===== src/sv/mfmc_pkg.sv =====
`timescale 1ns / 1ps
package mfmc_pkg;
    localparam int MaxVertices  = 16;
    localparam int MaxEdges     = 32;
    localparam int CapacityBits = 16;
    localparam logic CMD_ADD   = 1'b0;
    localparam logic CMD_SOLVE = 1'b1;

    typedef struct packed {
        logic clr_all;
        logic k_init;
        logic bfs_init;
        logic scan_step;
        logic pop;
        logic aug_step;
        logic k_dec;
        logic cut_step;
        logic cut_init;
        logic emit_init;
        logic emit_step;
    } t_cmd;

    typedef struct packed {
        logic scan_done;
        logic q_empty;
        logic at_sink;
        logic aug_done;
        logic k_zero;
        logic no_cap;
        logic cut_done;
        logic cut_hit;
    } t_sts;
endpackage


===== src/sv/mfmc_if.sv =====
`timescale 1ns / 1ps
interface mfmc_in_if;
    logic        valid;
    logic        ready;
    logic        command;
    logic [4:0]  from_vertex;
    logic [4:0]  to_vertex;
    logic [15:0] edge_capacity;
    modport source (output valid, command, from_vertex, to_vertex, edge_capacity,
                    input ready);
    modport sink   (input valid, command, from_vertex, to_vertex, edge_capacity,
                    output ready);
endinterface

interface mfmc_out_if;
    logic        valid;
    logic        ready;
    logic        is_header;
    logic [5:0]  cut_count;
    logic [20:0] cut_capacity;
    logic [5:0]  edge_number;
    logic        last;
    modport source (output valid, is_header, cut_count, cut_capacity, edge_number, last,
                    input ready);
    modport sink   (input valid, is_header, cut_count, cut_capacity, edge_number, last,
                    output ready);
endinterface


===== src/sv/mfmc_datapath.sv =====
`timescale 1ns / 1ps
module mfmc_datapath import mfmc_pkg::*; #(
    parameter int MAX_VERTICES  = MaxVertices,
    parameter int MAX_EDGES     = MaxEdges,
    parameter int CAPACITY_BITS = CapacityBits
) (
    input  logic        i_clk,
    input  logic        i_rst_n,
    input  logic        i_load,
    input  logic [4:0]  i_from,
    input  logic [4:0]  i_to,
    input  logic [15:0] i_cap,
    input  logic [4:0]  i_vcount,
    input  t_cmd        i_cmd,
    output t_sts        o_sts,
    output logic [5:0]  o_cut_count,
    output logic [20:0] o_cut_total,
    output logic [5:0]  o_cut_edge
);
    localparam int VW = (MAX_VERTICES > 1) ? $clog2(MAX_VERTICES) : 1;
    localparam int EW = (MAX_EDGES > 1) ? $clog2(MAX_EDGES) : 1;
    localparam int CW = EW + 1;
    localparam int KW = $clog2(CAPACITY_BITS + 1);
    localparam int FW = CAPACITY_BITS + 2;

    logic [VW-1:0]            r_tail [MAX_EDGES];
    logic [VW-1:0]            r_head [MAX_EDGES];
    logic [CAPACITY_BITS-1:0] r_ecap [MAX_EDGES];
    logic signed [FW-1:0]     r_flow [MAX_EDGES];
    logic [MAX_VERTICES-1:0]  r_vis;
    logic [EW:0]              r_parc [MAX_VERTICES];
    logic [VW-1:0]            r_queue [MAX_VERTICES];
    logic [CW-1:0]            r_nedge;
    logic [CAPACITY_BITS-1:0] r_lcap;
    logic [KW-1:0]            r_k;
    logic [VW:0]              r_qh, r_qt;
    logic [VW-1:0]            r_v;
    logic [CW-1:0]            r_e;
    logic [5:0]               r_cnt;
    logic [20:0]              r_tot;

    logic [VW:0] nv;
    logic [VW-1:0] sink;
    logic [VW-1:0] et, eh;
    logic eact;
    logic signed [FW:0] res0, res1, delta;
    logic [EW-1:0] e_idx, a_e;
    logic [EW:0] arc;

    always_comb begin
        if (i_vcount < 5'd2) begin
            nv = (VW+1)'(2);
        end else if (32'(i_vcount) > MAX_VERTICES) begin
            nv = (VW+1)'(MAX_VERTICES);
        end else begin
            nv = (VW+1)'(i_vcount);
        end
        sink  = VW'(nv - 1'b1);
        e_idx = r_e[EW-1:0];
        et    = r_tail[e_idx];
        eh    = r_head[e_idx];
        eact  = ((VW+1)'(et) < nv) && ((VW+1)'(eh) < nv) && (et != eh);
        res0  = (FW+1)'(r_ecap[e_idx]) - (FW+1)'(r_flow[e_idx]);
        res1  = (FW+1)'(r_ecap[e_idx]) + (FW+1)'(r_flow[e_idx]);
        delta = (FW+1)'(1) << r_k;
        arc   = r_parc[r_v];
        a_e   = arc[EW:1];
    end

    logic lk_zero;
    logic [KW-1:0] k_top;
    always_comb begin
        k_top = '0;
        for (int i = 0; i < CAPACITY_BITS; i++) begin
            if (r_lcap[i]) k_top = KW'(i);
        end
        lk_zero = (r_k == '0);
        o_sts.scan_done = (r_e >= r_nedge);
        o_sts.q_empty   = (r_qh >= r_qt);
        o_sts.at_sink   = (r_v == sink);
        o_sts.aug_done  = (r_v == '0);
        o_sts.k_zero    = lk_zero;
        o_sts.no_cap    = (r_lcap == '0);
        o_sts.cut_done  = (r_e >= r_nedge);
        o_sts.cut_hit   = eact && (r_vis[et] != r_vis[eh]);
    end

    always_ff @(posedge i_clk) begin
        if (!i_rst_n) begin
            r_nedge <= '0;
            r_lcap  <= '0;
            r_vis   <= '0;
            for (int i = 0; i < MAX_EDGES; i++) r_flow[i] <= '0;
        end else begin
            if (i_load && i_from >= 5'd1 && 32'(i_from) <= MAX_VERTICES && i_to >= 5'd1 &&
                32'(i_to) <= MAX_VERTICES && 32'(r_nedge) < MAX_EDGES) begin
                r_tail[r_nedge[EW-1:0]] <= VW'(i_from - 5'd1);
                r_head[r_nedge[EW-1:0]] <= VW'(i_to - 5'd1);
                r_ecap[r_nedge[EW-1:0]] <= i_cap[CAPACITY_BITS-1:0];
                r_flow[r_nedge[EW-1:0]] <= '0;
                r_nedge <= r_nedge + 1'b1;
                if (i_cap[CAPACITY_BITS-1:0] > r_lcap) r_lcap <= i_cap[CAPACITY_BITS-1:0];
            end
            if (i_cmd.clr_all) begin
                r_nedge <= '0;
                r_lcap  <= '0;
                for (int i = 0; i < MAX_EDGES; i++) r_flow[i] <= '0;
            end
            if (i_cmd.k_init) r_k <= k_top;
            if (i_cmd.k_dec) r_k <= r_k - 1'b1;
            if (i_cmd.bfs_init) begin
                r_vis      <= MAX_VERTICES'(1);
                r_queue[0] <= '0;
                r_qh       <= '0;
                r_qt       <= (VW+1)'(1);
            end
            if (i_cmd.pop) begin
                r_v  <= r_queue[r_qh[VW-1:0]];
                r_qh <= r_qh + 1'b1;
                r_e  <= '0;
            end
            if (i_cmd.scan_step) begin
                if (eact) begin
                    if (et == r_v && eh != et && !r_vis[eh] && res0 >= delta) begin
                        r_vis[eh]  <= 1'b1;
                        r_parc[eh] <= {e_idx, 1'b0};
                        if (32'(r_qt) < MAX_VERTICES) begin
                            r_queue[r_qt[VW-1:0]] <= eh;
                            r_qt <= r_qt + 1'b1;
                        end
                    end else if (eh == r_v && !r_vis[et] && res1 >= delta) begin
                        r_vis[et]  <= 1'b1;
                        r_parc[et] <= {e_idx, 1'b1};
                        if (32'(r_qt) < MAX_VERTICES) begin
                            r_queue[r_qt[VW-1:0]] <= et;
                            r_qt <= r_qt + 1'b1;
                        end
                    end
                end
                r_e <= r_e + 1'b1;
            end
            if (i_cmd.aug_step) begin
                if (arc[0]) begin
                    r_flow[a_e] <= FW'((FW+1)'(r_flow[a_e]) - delta);
                    r_v <= r_head[a_e];
                end else begin
                    r_flow[a_e] <= FW'((FW+1)'(r_flow[a_e]) + delta);
                    r_v <= r_tail[a_e];
                end
            end
            if (i_cmd.cut_init) begin
                r_e <= '0;
                r_cnt <= '0;
                r_tot <= '0;
            end
            if (i_cmd.cut_step) begin
                if (o_sts.cut_hit) begin
                    r_cnt <= r_cnt + 1'b1;
                    r_tot <= r_tot + 21'(r_ecap[e_idx]);
                end
                r_e <= r_e + 1'b1;
            end
            if (i_cmd.emit_init) r_e <= '0;
            if (i_cmd.emit_step) r_e <= r_e + 1'b1;
        end
    end

    assign o_cut_count = r_cnt;
    assign o_cut_total = r_tot;
    assign o_cut_edge  = 6'(r_e) + 6'd1;
endmodule


===== src/sv/mfmc_ctrl.sv =====
`timescale 1ns / 1ps
module mfmc_ctrl import mfmc_pkg::*; (
    input  logic        i_clk,
    input  logic        i_rst_n,
    input  logic        i_solve,
    input  t_sts        i_sts,
    input  logic        i_out_ready,
    output t_cmd        o_cmd,
    output logic        o_busy,
    output logic        o_hdr,
    output logic        o_hit_emit
);
    typedef enum logic [3:0] {
        S_IDLE, S_INIT, S_POP, S_SCAN, S_AUG, S_FINAL, S_FPOP, S_FSCAN,
        S_CUT, S_HDR, S_EDGE, S_CLR
    } t_state;
    t_state r_state, n_state;
    logic r_final, n_final;

    always_comb begin
        o_cmd = '0;
        n_state = r_state;
        n_final = r_final;
        o_hdr = 1'b0;
        o_hit_emit = 1'b0;
        case (r_state)
            S_IDLE: if (i_solve) begin
                n_final = i_sts.no_cap;
                n_state = i_sts.no_cap ? S_FINAL : S_INIT;
                o_cmd.bfs_init = 1'b1;
                o_cmd.k_init = 1'b1;
            end
            S_INIT: begin
                o_cmd.bfs_init = 1'b1;
                n_state = S_POP;
            end
            S_POP: begin
                if (i_sts.q_empty) begin
                    if (r_final || i_sts.k_zero) begin
                        o_cmd.bfs_init = 1'b1;
                        n_state = S_FPOP;
                    end else begin
                        o_cmd.k_dec = 1'b1;
                        o_cmd.bfs_init = 1'b1;
                    end
                end else begin
                    o_cmd.pop = 1'b1;
                    n_state = S_SCAN;
                end
            end
            S_SCAN: begin
                if (i_sts.at_sink) begin
                    n_state = S_AUG;
                end else if (i_sts.scan_done) begin
                    n_state = S_POP;
                end else begin
                    o_cmd.scan_step = 1'b1;
                end
            end
            S_AUG: begin
                if (i_sts.aug_done) begin
                    o_cmd.bfs_init = 1'b1;
                    n_state = S_POP;
                end else begin
                    o_cmd.aug_step = 1'b1;
                end
            end
            S_FINAL: begin
                o_cmd.cut_init = 1'b1;
                n_state = S_HDR;
            end
            S_FPOP: begin
                if (i_sts.q_empty) begin
                    o_cmd.cut_init = 1'b1;
                    n_state = S_CUT;
                end else begin
                    o_cmd.pop = 1'b1;
                    n_state = S_FSCAN;
                end
            end
            S_FSCAN: begin
                if (i_sts.at_sink || i_sts.scan_done) begin
                    n_state = S_FPOP;
                end else begin
                    o_cmd.scan_step = 1'b1;
                end
            end
            S_CUT: begin
                if (i_sts.cut_done) begin
                    o_cmd.cut_init = 1'b0;
                    n_state = S_HDR;
                end else begin
                    o_cmd.cut_step = 1'b1;
                end
            end
            S_HDR: begin
                o_hdr = 1'b1;
                if (i_out_ready) begin
                    if (r_final) begin
                        n_state = S_CLR;
                    end else begin
                        o_cmd.emit_init = 1'b1;
                        n_state = S_EDGE;
                    end
                end
            end
            S_EDGE: begin
                if (i_sts.cut_done) begin
                    n_state = S_CLR;
                end else begin
                    o_hit_emit = i_sts.cut_hit;
                    if (!i_sts.cut_hit || i_out_ready) o_cmd.emit_step = 1'b1;
                end
            end
            S_CLR: begin
                o_cmd.clr_all = 1'b1;
                n_state = S_IDLE;
            end
            default: n_state = S_IDLE;
        endcase
    end

    always_ff @(posedge i_clk) begin
        if (!i_rst_n) begin
            r_state <= S_IDLE;
            r_final <= 1'b0;
        end else begin
            r_state <= n_state;
            r_final <= n_final;
        end
    end

    assign o_busy = (r_state != S_IDLE);
endmodule


===== src/sv/max_flow_min_cut.sv =====
`timescale 1ns / 1ps
// channel  dir  transfer
// s_in     in   command, from_vertex, to_vertex, edge_capacity
// m_out    out  is_header, cut_count, cut_capacity, edge_number, last
// cfg      in   i_cfg_we / i_cfg_data -> vertex_count
// A solve with a nonzero edge capacity runs, per scaling step, BFS passes that
// scan the loaded edges for each dequeued vertex and augment along each path
// found, then a cut scan and an emit scan of one edge a cycle; output stalls
// hold the emit scan. Otherwise only the header is emitted.
// Reset is synchronous active low; input is stalled while a solve runs.
module max_flow_min_cut import mfmc_pkg::*; #(
    parameter int MAX_VERTICES  = MaxVertices,
    parameter int MAX_EDGES     = MaxEdges,
    parameter int CAPACITY_BITS = CapacityBits
) (
    input  logic       i_clk,
    input  logic       i_rst_n,
    input  logic       i_cfg_we,
    input  logic [4:0] i_cfg_data,
    mfmc_in_if.sink    s_in,
    mfmc_out_if.source m_out
);
    t_cmd cmd;
    t_sts sts;
    logic busy, hdr, hit;
    logic [4:0] r_vcount;
    logic [5:0] cnt, edg;
    logic [20:0] tot;
    logic [5:0] r_emitted;

    always_ff @(posedge i_clk) begin
        if (!i_rst_n) begin
            r_vcount <= 5'd16;
        end else if (i_cfg_we) begin
            r_vcount <= i_cfg_data;
        end
    end

    assign s_in.ready = !busy;

    mfmc_ctrl u_ctrl (
        .i_clk, .i_rst_n,
        .i_solve(s_in.valid && s_in.ready && s_in.command == CMD_SOLVE),
        .i_sts(sts), .i_out_ready(m_out.ready),
        .o_cmd(cmd), .o_busy(busy), .o_hdr(hdr), .o_hit_emit(hit)
    );

    mfmc_datapath #(.MAX_VERTICES(MAX_VERTICES), .MAX_EDGES(MAX_EDGES),
        .CAPACITY_BITS(CAPACITY_BITS)) u_dp (
        .i_clk, .i_rst_n,
        .i_load(s_in.valid && s_in.ready && s_in.command == CMD_ADD),
        .i_from(s_in.from_vertex), .i_to(s_in.to_vertex), .i_cap(s_in.edge_capacity),
        .i_vcount(r_vcount), .i_cmd(cmd), .o_sts(sts),
        .o_cut_count(cnt), .o_cut_total(tot), .o_cut_edge(edg)
    );

    always_ff @(posedge i_clk) begin
        if (!i_rst_n) begin
            r_emitted <= '0;
        end else if (hdr && m_out.ready) begin
            r_emitted <= '0;
        end else if (hit && m_out.ready) begin
            r_emitted <= r_emitted + 1'b1;
        end
    end

    assign m_out.valid        = hdr || hit;
    assign m_out.is_header    = hdr;
    assign m_out.cut_count    = hdr ? cnt : 6'd0;
    assign m_out.cut_capacity = hdr ? tot : 21'd0;
    assign m_out.edge_number  = hdr ? 6'd0 : edg;
    assign m_out.last         = hdr ? (cnt == 6'd0) : (r_emitted + 1'b1 == cnt);

    a_no_ready_busy: assert property (@(posedge i_clk) disable iff (!i_rst_n)
        busy |-> !s_in.ready) else $error("ready while busy");
    a_hdr_excl: assert property (@(posedge i_clk) disable iff (!i_rst_n)
        !(hdr && hit)) else $error("header and edge together");
    a_emit_bound: assert property (@(posedge i_clk) disable iff (!i_rst_n)
        (hit && !hdr) |-> (r_emitted < cnt)) else $error("too many cut edges");
endmodule

===== src/flat_wrapper.sv =====
// flat-port wrapper written by rule: the top's interface ports become plain ports
module max_flow_min_cut_flat import mfmc_pkg::*;
#(
    parameter int MAX_VERTICES  = MaxVertices,
    parameter int MAX_EDGES     = MaxEdges,
    parameter int CAPACITY_BITS = CapacityBits
)
  (i_clk, i_rst_n, i_cfg_we, i_cfg_data, s_in_valid, s_in_command, s_in_from_vertex, s_in_to_vertex, s_in_edge_capacity, s_in_ready, m_out_valid, m_out_is_header, m_out_cut_count, m_out_cut_capacity, m_out_edge_number, m_out_last, m_out_ready);
  mfmc_in_if s_in_i ();
  mfmc_out_if m_out_i ();
  input  logic i_clk;
  input  logic i_rst_n;
  input  logic i_cfg_we;
  input  logic [4:0] i_cfg_data;
  input wire logic [$bits(s_in_i.valid)-1:0] s_in_valid;
  input wire logic [$bits(s_in_i.command)-1:0] s_in_command;
  input wire logic [$bits(s_in_i.from_vertex)-1:0] s_in_from_vertex;
  input wire logic [$bits(s_in_i.to_vertex)-1:0] s_in_to_vertex;
  input wire logic [$bits(s_in_i.edge_capacity)-1:0] s_in_edge_capacity;
  output wire logic [$bits(s_in_i.ready)-1:0] s_in_ready;
  output wire logic [$bits(m_out_i.valid)-1:0] m_out_valid;
  output wire logic [$bits(m_out_i.is_header)-1:0] m_out_is_header;
  output wire logic [$bits(m_out_i.cut_count)-1:0] m_out_cut_count;
  output wire logic [$bits(m_out_i.cut_capacity)-1:0] m_out_cut_capacity;
  output wire logic [$bits(m_out_i.edge_number)-1:0] m_out_edge_number;
  output wire logic [$bits(m_out_i.last)-1:0] m_out_last;
  input wire logic [$bits(m_out_i.ready)-1:0] m_out_ready;
  assign s_in_i.valid = s_in_valid;
  assign s_in_i.command = s_in_command;
  assign s_in_i.from_vertex = s_in_from_vertex;
  assign s_in_i.to_vertex = s_in_to_vertex;
  assign s_in_i.edge_capacity = s_in_edge_capacity;
  assign s_in_ready = s_in_i.ready;
  assign m_out_valid = m_out_i.valid;
  assign m_out_is_header = m_out_i.is_header;
  assign m_out_cut_count = m_out_i.cut_count;
  assign m_out_cut_capacity = m_out_i.cut_capacity;
  assign m_out_edge_number = m_out_i.edge_number;
  assign m_out_last = m_out_i.last;
  assign m_out_i.ready = m_out_ready;
  max_flow_min_cut #(.MAX_VERTICES(MAX_VERTICES), .MAX_EDGES(MAX_EDGES), .CAPACITY_BITS(CAPACITY_BITS)) u_core (.i_clk(i_clk), .i_rst_n(i_rst_n), .i_cfg_we(i_cfg_we), .i_cfg_data(i_cfg_data), .s_in(s_in_i), .m_out(m_out_i));
endmodule

===== config.mk =====
export PLATFORM = sky130hd
export DESIGN_NAME = max_flow_min_cut_flat
export DESIGN_NICKNAME = d
export VERILOG_FILES = /design/src/sv/mfmc_pkg.sv /design/src/sv/mfmc_if.sv /design/src/sv/mfmc_datapath.sv /design/src/sv/mfmc_ctrl.sv /design/src/sv/max_flow_min_cut.sv /design/src/flat_wrapper.sv
export SDC_FILE = /design/constraint.sdc
export NUM_CORES = 2
export LEC_CHECK = 0
export ABC_CLOCK_PERIOD_IN_PS = 10750
export BUFFER_PORTS_ARGS = -buffer_cell sky130_fd_sc_hd__buf_2
export CAP_MARGIN = 20
export CORE_ASPECT_RATIO = 0.75
export CORE_MARGIN = 2
export CORE_UTILIZATION = 30
export DETAILED_ROUTE_END_ITERATION = 10
export HOLD_SLACK_MARGIN = 0.05
export PLACE_DENSITY = 0.47
export SYNTH_ARGS = -nofsm -noshare
export SYNTH_HDL_FRONTEND = slang
export SYNTH_SLANG_ARGS = --single-unit

===== constraint.sdc =====
create_clock -name i_clk -period 10.75 [get_ports i_clk]
set_clock_uncertainty 0.05 [all_clocks]
set_input_delay 0.5375 -clock i_clk [delete_from_list [all_inputs] [get_ports i_clk]]
set_output_delay 0.5375 -clock i_clk [all_outputs]
set_load 0.02 [all_outputs]

==> impl_metrics.json <==
{
  "ant_nets": 0,
  "fin_ws_ns": 1.60,
  "synth_top_area_cell": "edfxtp_1",
  "ctsResizeCount": 0,
  "wl_met2_mm": 114,
  "synthMuxAreaShare_pct": 20.5,
  "clock_sinks": 1623,
  "relSlewSlack_pct": 20.6,
  "ios": 74,
  "drtIter0Drc": 6400,
  "synth-seq-cells": 1623,
  "grt_util_all_layers_pct": 20.2,
  "synth-edff-count": 1556,
  "start_kind": "flip-flop",
  "root_buffer": "clkbuf_16",
  "rsz0062_at_grt": "no",
  "htree_num_levels": 4,
  "synth_adder_area_share_pct": 2.57,
  "endpoint_kind": "flip-flop",
  "drv_slew": 0,
  "final.setup.tns_ns": 0,
  "grt_max_degree": 73,
  "ys.flop_type": "edfxtp_1",
  "synth_compound_area_share_pct": 4.30,
  "p_leak_nw": 29.7,
  "firstDrtPassIters": 6,
  "holdWs_ns": 0.107,
  "initial_core_util_pct": 30.2,
  "synthCells": 5215,
  "syn_area_per_cell_um2": 15.3,
  "clk_path_buf_depth": 4,
  "hold_viol": 0,
  "vias": 49300,
  "grt_overflow": 0,
  "hp-start": "s_in_edge_capacity[12]",
  "synthSimpleGateAreaFrac_pct": 8.41,
  "max_stage_delay_ns": 1.00,
  "dp.cells": 8684,
  "period_share_pct": 85.1,
  "cts-hold-fix-buffers": 14,
  "grt_antenna_before_repair": 18,
  "place_area_um2": 84800,
  "portBuffers": 73,
  "netlist_area_um2": 79600,
  "worst-endpoint-arrival_ns": 9.56,
  "dp_slack_ns": 1.64,
  "synth.most_common_cell": "edfxtp_1",
  "dieArea_um2": 269000,
  "numCtsBuffers": 180,
  "fmax_mhz": 109,
  "grt_pass1_vias": 48000,
  "synthArstFlopShare_pct": 0,
  "worst_pin_slew_ns": 1.19,
  "peakVddDrop_mv": 0.209,
  "cts_setup_buffers": 0,
  "maxUsedRoutingLayer": "met4",
  "status": "finished, final reports clean",
  "powerDensity_nw_per_um2": 263,
  "die_x_um": 599,
  "wl_met3_mm": 27.7,
  "insertion_delay_ns": 0.92,
  "maxCapViolations": 0,
  "fp.dieH_um": 450,
  "yosysSeqAreaShare_pct": 60.4,
  "grt_pass1_wl_mm": 386,
  "core_area_um2": 263000,
  "drive_gt1_share_pct": 23.8,
  "clkTransAtPathRegs_ns": 0.06,
  "fin_nets": 5533,
  "cts_tree": "done",
  "synth-xor-area-share_pct": 1.28,
  "rows": 163,
  "drc": 0,
  "vias_per_cell": 5.46,
  "synth_top_family_by_area": "multiplexers",
  "ys_top_cells_by_count": "1556 x edfxtp_1, 772 x nor2_1, 619 x mux4_2, 324 x nand2_1, 205 x clkbuf_1",
  "gp_congestion": 0.883,
  "path_max_fanout": 54,
  "finalCriticalPeriod_ns": 9.15,
  "worstPathRequired_ns": 11.16,
  "synth_warnings": 0,
  "post-route-cell-area_um2": 90700,
  "area_delta_synth_final_pct": 14.0,
  "place_hpwl_mm": 178,
  "yosys.area.top_type_share_pct": 58.7,
  "worstSetupPathType": "flip-flop to flip-flop",
  "ys_types": 98,
  "setup_violations": 0,
  "synthesis.nets": 5413,
  "worst_path_max_delay_cell": "dfxtp_4",
  "synth_area_leaders": "edfxtp_1 59%, mux4_2 18%, nor2_1 3.6%, ha_1 2.5%, mux2i_1 2.4%",
  "worst_path_most_repeated_cell": "a21oi_1",
  "wire_per_inst_um": 30.6,
  "wirelength_met1_mm": 129,
  "fill_cells": 25200,
  "hp-class": "input port to flip-flop",
  "fin_cells": 9026,
  "wirelength_mm": 277
}
[final cells by class]
cell class | instances | area [um^2] | area share (%)
diodes | 6 | 15.0 | 0.0166
clock inverters | 98 | 956 | 1.05
inverters | 116 | 437 | 0.481
flip-flops and latches | 1623 | 48100 | 53.0
well taps | 3547 | 4440 | 4.89
multi-input cells | 3130 | 29800 | 32.9
clock buffers | 222 | 4750 | 5.23
repair buffers | 284 | 2190 | 2.41
[path summary, 6_finish.rpt]
kind	end	depth (start not counted)	slack, ns
max	u_core.u_dp.r_queue[6][1]	28	1.60
min	u_core.u_dp.r_ecap[12][12]	1	0.11
max reg2reg	u_core.u_dp.r_queue[6][1]	28	1.60
min reg2reg	u_core.r_emitted[1]	2	0.45
[per-layer routing]
metal  vias to the layer above  global-route usage, %
met4                         0                   4.71
met1                     26200                   31.1
met3                       334                   5.46
li1                      20600                      -
met5                         -                      0
met2                      2251                   28.0
[flip-flops by register name (all words and copies together) (netlist names), 16 cells and up, named ones only]
name                     flops
u_core.u_dp.r_parc          96
u_core.u_dp.r_queue         64
u_core.u_dp.r_ecap         512
u_core.u_dp.r_vis           16
u_core.u_dp.r_head         128
u_core.u_dp.r_lcap          16
u_core.u_dp.r_flow         576
u_core.u_dp.r_tail         128
u_core.u_dp.o_cut_total     21
[metrics by stage]
stage	total power, mW	utilization [%]
final	23.9	34.4
after floorplan	14.2	-
after global routing	24.9	34.4
after global placement	17.6	32.2
after detailed placement	17.7	32.2
after CTS	23.9	34.4
[layout by cell type, fill, tap and decap left out, types with 64 or more instances in the layout]
| cell | Yosys | layout |
|---|---|---|
| nor2_4 | 31 | 64 |
| mux2i_1 | 192 | 192 |
| a211oi_1 | 68 | 66 |
| o21ai_0 | 88 | 88 |
| ha_1 | 157 | 157 |
| nor2_1 | 772 | 739 |
| clkbuf_16 | 0 | 183 |
| buf_2 | 72 | 73 |
| inv_1 | 110 | 109 |
| xnor2_1 | 71 | 71 |
| a21oi_1 | 136 | 136 |
| nand2_1 | 324 | 315 |
| edfxtp_1 | 1556 | 1556 |
| mux4_2 | 619 | 615 |
| buf_4 | 12 | 182 |
[power by group]
group	leakage, nW	switching (mW)	internal (mW)
Combinational	11.7	6.19	4.05
Clock	2.77	2.64	3.54
Sequential	15.3	0.307	7.12
Total	29.7	9.14	14.7
[cell families (layout without fill, tap and decap cells)]
logic type	Yosys count	after routing
adders and majority gates	161	161
AOI/OAI and AO/OA	520	520
muxes	848	848
and+or+nand+nor	1485	1485
xor gates and xnor gates	116	116
other	0	6
DFF	1623	1623
buffers and inverters	462	720
[worst max-delay path, delay by kind of cell (launching register included)]
kind	cells	cell delay (ns)
DFF	1	1.00
buffers and inverters	1	0.48
xor gates and xnor gates	1	0.15
adders and majority gates	2	0.80
AOI/OAI and AO/OA	12	2.97
and+or+nand+nor	10	2.38
muxes	2	0.84
No activity file was read; power rests on OpenSTA's default activity.
